--- src/design/error_diffusion_palette_dither_unit_assert.svh ---
// Assertion macros shared by the dither unit.
`ifndef ERROR_DIFFUSION_PALETTE_DITHER_UNIT_ASSERT_SVH
`define ERROR_DIFFUSION_PALETTE_DITHER_UNIT_ASSERT_SVH

// Antecedent implies consequent in the same cycle.
`define EDPD_ASSERT_NOW(lbl, ante, cons, msg) \
  lbl: assert property (@(posedge clk_i) disable iff (!rst_ni) (ante) |-> (cons)) \
    else $error(msg);

// Antecedent implies consequent in the cycle after.
`define EDPD_ASSERT_NEXT(lbl, ante, cons, msg) \
  lbl: assert property (@(posedge clk_i) disable iff (!rst_ni) (ante) |=> (cons)) \
    else $error(msg);

`endif

--- src/design/edpd_ram.sv ---
// ----------------------------------------------------------------------------
// Generic RAM
// One write port and one read port; read data is registered and a read of
// an address written in the same cycle returns the old contents.
// ----------------------------------------------------------------------------
`default_nettype none

module edpd_ram #(
  parameter int Width = 8,
  parameter int Depth = 256
) (
  input  wire                      clk_i,
  input  wire                      we_i,
  input  wire  [$clog2(Depth)-1:0] waddr_i,
  input  wire  [Width-1:0]         wdata_i,
  input  wire  [$clog2(Depth)-1:0] raddr_i,
  output logic [Width-1:0]         rdata_o
);

  logic [Width-1:0] mem_q [Depth];

  always_ff @(posedge clk_i) begin
    if (we_i) begin
      mem_q[waddr_i] <= wdata_i;
    end
    rdata_o <= mem_q[raddr_i];
  end

endmodule

`default_nettype wire

--- config.mk ---
export PLATFORM = sky130hd
export DESIGN_NAME = edpd_ram
export DESIGN_NICKNAME = d
export VERILOG_FILES = /design/src/design/error_diffusion_palette_dither_unit_assert.svh /design/src/design/edpd_ram.sv
export SDC_FILE = /design/constraint.sdc
export NUM_CORES = 2
export LEC_CHECK = 0
export BUFFER_PORTS_ARGS = -buffer_cell sky130_fd_sc_hd__buf_4
export CAP_MARGIN = 20
export CORE_MARGIN = 5
export CORE_UTILIZATION = 25
export DETAILED_ROUTE_END_ITERATION = 10
export PLACE_DENSITY_LB_ADDON = 0.08
export SLEW_MARGIN = 10
export SYNTH_ARGS = -nofsm -noshare
export SYNTH_HDL_FRONTEND = slang
export SYNTH_SLANG_ARGS = --single-unit
--- constraint.sdc ---
create_clock -name clk_i -period 3 [get_ports clk_i]
set_clock_uncertainty 0.05 [all_clocks]
set_input_delay 0.3 -clock clk_i [delete_from_list [all_inputs] [get_ports clk_i]]
set_output_delay 0.3 -clock clk_i [all_outputs]
set_load 0.05 [all_outputs]
# [Yosys cells after proc, flatten, opt, wreduce, memory -nomap -nowiden]
# Memory sizes are Yosys's and may differ from the RTL's. A register that Yosys moved wholly into a read port is not among the register bits.
# Index checks and enable logic that the tools add are counted.
[classes] add_sub_neg=0 mul=0 div=0 magnitude_cmp=0 n_eq_ne=0 n_shift=0 muxes=2 n_bitwise=0 reduce_logical=0
[op_table] op="$mux W1" n=2
[totals] reg_bits=0 latch_bits=0 ram_bits=2048 rom_bits=0 input_bits=26 out_inout_bits=8 wordCells=3 mem_count=1
[mem_list] name="mem_q" depth=256 word_bits=8 rd=1 rd_clocked_by_memory_dff=1 wr=1 line="edpd_ram.sv:20" rtl="logic [Width-1:0] mem_q [Depth];"

# [Logic depth before layout (Yosys ltp)]
[logic_depth] word_depth=2 depth_mapped=11 mapped_depth_nobuf=6

# [Worst setup path after synthesis]
# No wires, ideal clock.
[synth_timing] path_type="input to register" startpoint="input port raddr_i[0]" endpoint="register rdata_o[2] (read register of mem_q)" setup_time_ns=0.131 t_arrival_ns=2.107 required_ns=2.819 setup_slack_ns=0.712 cell_stages=9 path_buffers=4 path_cell_list="buf_6 buf_12 buf_8 buf_2 mux4_2 a22oi_1 a21oi_1 nor4_1 nor4_2"
[synth_lines] item="start: declaration" line="edpd_ram.sv:16" rtl="input wire [$clog2(Depth)-1:0] raddr_i,"
[synth_lines] item="end: declaration" line="edpd_ram.sv:17" rtl="output logic [Width-1:0] rdata_o"

==> run summary <==
RUN STATUS
----------------------------------------------------------------------------------
Run status                                                               completed

PLACE
----------------------------------------------------------------------------------
Count of port buffers added during placement                                    33
Routability cong.                                                            0.745
Placed cell areas                                                      89600 sq um
Worst slack at placement                                                 -0.495 ns
Post-DP HPWL                                                             168000 um

YOSYS
----------------------------------------------------------------------------------
Sequential element share of the synthesized area                             77.5%
Gate count of the mapped netlist                                              3733
Top FF cell, synth                                                    sky130_fd_sc_hd__edfxtp_1
Count of synthesis-stage warnings from yosys                                     0
Post-synthesis net count                                                      3759
Synthesized cell area                                                  79600 sq um
EDFF count, synth                                                             2048
Share of async-settable or async-resettable flops after synthesis               0%
Mean instance size in the synthesized netlist                           21.3 sq um
Flip-flop and latch count after synthesis                                     2056
Number of library cell types mapped by synthesis                                55

TIMING
----------------------------------------------------------------------------------
Headroom to the max-slew limit                                               27.1%
Setup slack after layout                                                  0.321 ns
Transition time of the tightest slew-check pin                             1.09 ns
Period utilization                                                           89.3%
RSZ-0062 raised after global routing                                         false
Worst Hold Slack                                                          0.126 ns
Setup TNS                                                                     0 ns
Max Transition Viols Final                                                       0
Number of hold-slack violations in the final timing report                       0
Tmin final                                                                 2.68 ns
Final setup violation count                                                      0
Max Freq                                                                 0.373 GHz

DIE
----------------------------------------------------------------------------------
Placeable core area                                                   318000 sq um
Die extent in y                                                             574 um
Area of the die                                                       330000 sq um
Count of boundary I/O pins                                                      34
Die Span X                                                                  574 um
Starting utilization of the core area                                        25.1%
Core Rows                                                                      207

DRT
----------------------------------------------------------------------------------
Wire length per cell after detailed routing                                29.4 um
Routed wire length                                                       258000 um
Via/cell ratio                                                                4.54
First-pass iteration count of the detailed router                                5
Antenna-violating nets left                                                      0
Total via count after detailed routing                                       39900
Initial DRC Count                                                             3262
Remaining routing DRC violations                                                 0

GLOBAL ROUTE
----------------------------------------------------------------------------------
First-pass GRT wire length                                               356000 um
Layer with the highest usage                                                  met2
Met2 usage in global routing                                                 24.5%
Routing usage on met1                                                        21.8%
Vias in the first global route                                               41800
Gr usage total                                                               15.3%
Largest net degree at the start of global routing                               94
Met3 capacity usage during global routing                                    2.71%
Total congestion overflow                                                        0
Initial antenna violation count                                                 19

CLOCK NETWORK
----------------------------------------------------------------------------------
Number of resized instances in the post-cts repair step                          0
# H-tree levels                                                                  4
Number of sinks on the clock net                                              2056
Clock Pin Slew Worst Setup and Hold Paths                                  0.06 ns
Clock tree root buffer cell                                           sky130_fd_sc_hd__clkbuf_16
Clock network latency to the later pin of the worst-skew pair              0.90 ns
Postcts setup bufs                                                               0
Hold buffer count at CTS                                                        12
Clock tree buffer depth                                                          4
CTS tree                                                                      done
Clock buffer count from CTS                                                    239

MIN PATH
----------------------------------------------------------------------------------
Worst min-delay path class                                            input port to flop
Hold Path Origin                                                        waddr_i[7]
WHS Path Cells                                                                   4

SETUP PATH
----------------------------------------------------------------------------------
Largest incremental delay on the critical path                             0.79 ns
Worst endpoint data arrival time                                           3.42 ns
Worst path slowest cell                                               sky130_fd_sc_hd__nor4_2
FF-to-FF path depth                                                              6
Most used cell, CP                                                    sky130_fd_sc_hd__nor4_2
List of cells traversed by the critical path                          mux4_2, a22oi_1, a21oi_1, nor4_2, buf_4, nor4_2
Path type of the worst setup path                                     flop to flop
Data required time of the worst path                                       3.74 ns
First element of the critical path                                    mem_q[240][6]$_DFFE_PP_
Origin of the critical flop-to-flop path                              mem_q[240][6]$_DFFE_PP_
Critical Path Fanout Max                                                         1
Startpoint class of the critical path                                         flop
Critical path endpoint category                                               flop

FINISH
----------------------------------------------------------------------------------
Final nets                                                                    4430
Reg area                                                               61700 sq um
Most common cell after layout, fill and taps aside                    sky130_fd_sc_hd__edfxtp_1
Filler Cells Inserted                                                        30700
Combined area of the multi-input logic cells                           16600 sq um
Share of final-layout standard cells stronger than drive strength 1          31.9%
Final design instance area without fill                                97100 sq um
Leading cell types in the layout, fill and taps excluded              2048 x sky130_fd_sc_hd__edfxtp_1, 548 x sky130_fd_sc_hd__buf_4, 454 x sky130_fd_sc_hd__mux4_2, 279 x sky130_fd_sc_hd__nor2_1, 239 x sky130_fd_sc_hd__clkbuf_16
Layout Area Growth over Synthesis                                            22.0%

POWER
----------------------------------------------------------------------------------
Switching power of the nets                                                14.1 mW
Switching Share                                                              22.4%
Fraction of power consumed by sequential logic                               50.2%
Combinational fraction of design power                                        5.7%
Total power per unit cell area                                         651 nW/um^2
Design Power                                                               63.2 mW
Clock group share of total power                                             44.1%
Maximum vdd ir drop                                                       0.436 mV
Pint                                                                       49.1 mW
Leakage power of the design                                                30.7 nW

RUN
----------------------------------------------------------------------------------
Max Cap Viol                                                                     0

==> power by group through the flow <==
stage,combinational [mW],sequential [mW],clock [mW]
global route,3.87,31.7,30.0
floorplan,1.54,32.4,0
global placement,3.73,32.3,0
CTS,3.76,31.7,28.8
detailed placement,3.74,32.3,0
finish,3.62,31.7,27.9
==> worst paths after layout <==
path,to,slack (ns)
setup / recovery,rdata_o[6]$_DFF_P_,0.32
hold / removal,mem_q[103][1]$_DFFE_PP_,0.13
setup reg to reg,rdata_o[6]$_DFF_P_,0.32
hold reg to reg,rdata_o[4]$_DFF_P_,1.15
==> per-stage QoR <==
stage / std cells / utilization, %
2_1_floorplan: 3733 / -
3_3_place_gp: 8328 / 28.2
3_5_place_dp: 8331 / 28.2
4_1_cts: 8780 / 30.6
5_1_grt: 8781 / 30.6
6_report: 8787 / 30.6
==> cells by family (layout without fill, tap and decap cells) <==
kind of cell | Yosys count | in the layout | share of synthesized area, %
DFF | 2056 | 2056 | 77.5
muxes | 591 | 591 | 14.6
and+or+nand+nor | 466 | 466 | 2.63
other | 0 | 7 | 0
buffers and inverters | 235 | 1102 | 1.83
AOI/OAI and AO/OA | 385 | 385 | 3.42
==> sequential cells by signal (all words and copies together) (netlist names) <==
signal   flops
rdata_o      8
mem_q     2048
==> cell type report <==
class | instances | area share (%)
inverters | 2 | 0.00773
clock buffers | 302 | 6.50
flip-flops and latches | 2056 | 63.5
repair buffers | 663 | 6.43
clock inverters | 135 | 1.08
multi-input cells | 1442 | 17.1
well taps | 4180 | 5.39
diodes | 7 | 0.0180
==> critical path, delay by kind of cell, from the launching register on <==
kind	cells	cell delay [ns]
mux	1	0.46
compound gates	2	0.65
simple gates	2	0.83
buf+inv	1	0.24
flops	1	0.36
==> cell usage after synthesis, drive strengths merged, types with 2 or more instances <==
library cell     n  area share [%]
and3b            2           0.022
o22ai           28            0.22
nand2           33            0.16
nor3            22            0.14
nor4            27            0.24
edfxtp        2048              77
a211oi          16            0.15
nand3b           2           0.019
a221oi          14            0.16
mux2i          134             1.7
and2             6           0.047
a31oi            2           0.016
a2111oi          5           0.066
o32ai            5           0.064
nand2b           8           0.063
mux4           456              13
nand3           34            0.21
o22a             5           0.055
nor2b           31            0.24
a22oi          133             1.3
o21ai           12           0.075
or2              4           0.031
a22o             8           0.088
o211ai          10           0.094
a311oi           2           0.022
clkbuf         111            0.52
a21oi           96            0.60
dfxtp            8            0.20
nand4           10           0.079
buf            122             1.3
o221ai          47            0.53
nor2           282             1.3
==> per-layer routing <==
layer  part of all wire [%]  up-vias
met3                    4.3      320
met2                     47      857
met5                      0        -
met4                    2.2        0
met1                     47    21600
li1                       -    17100
Note: power is estimated with default switching activity, not from simulation.
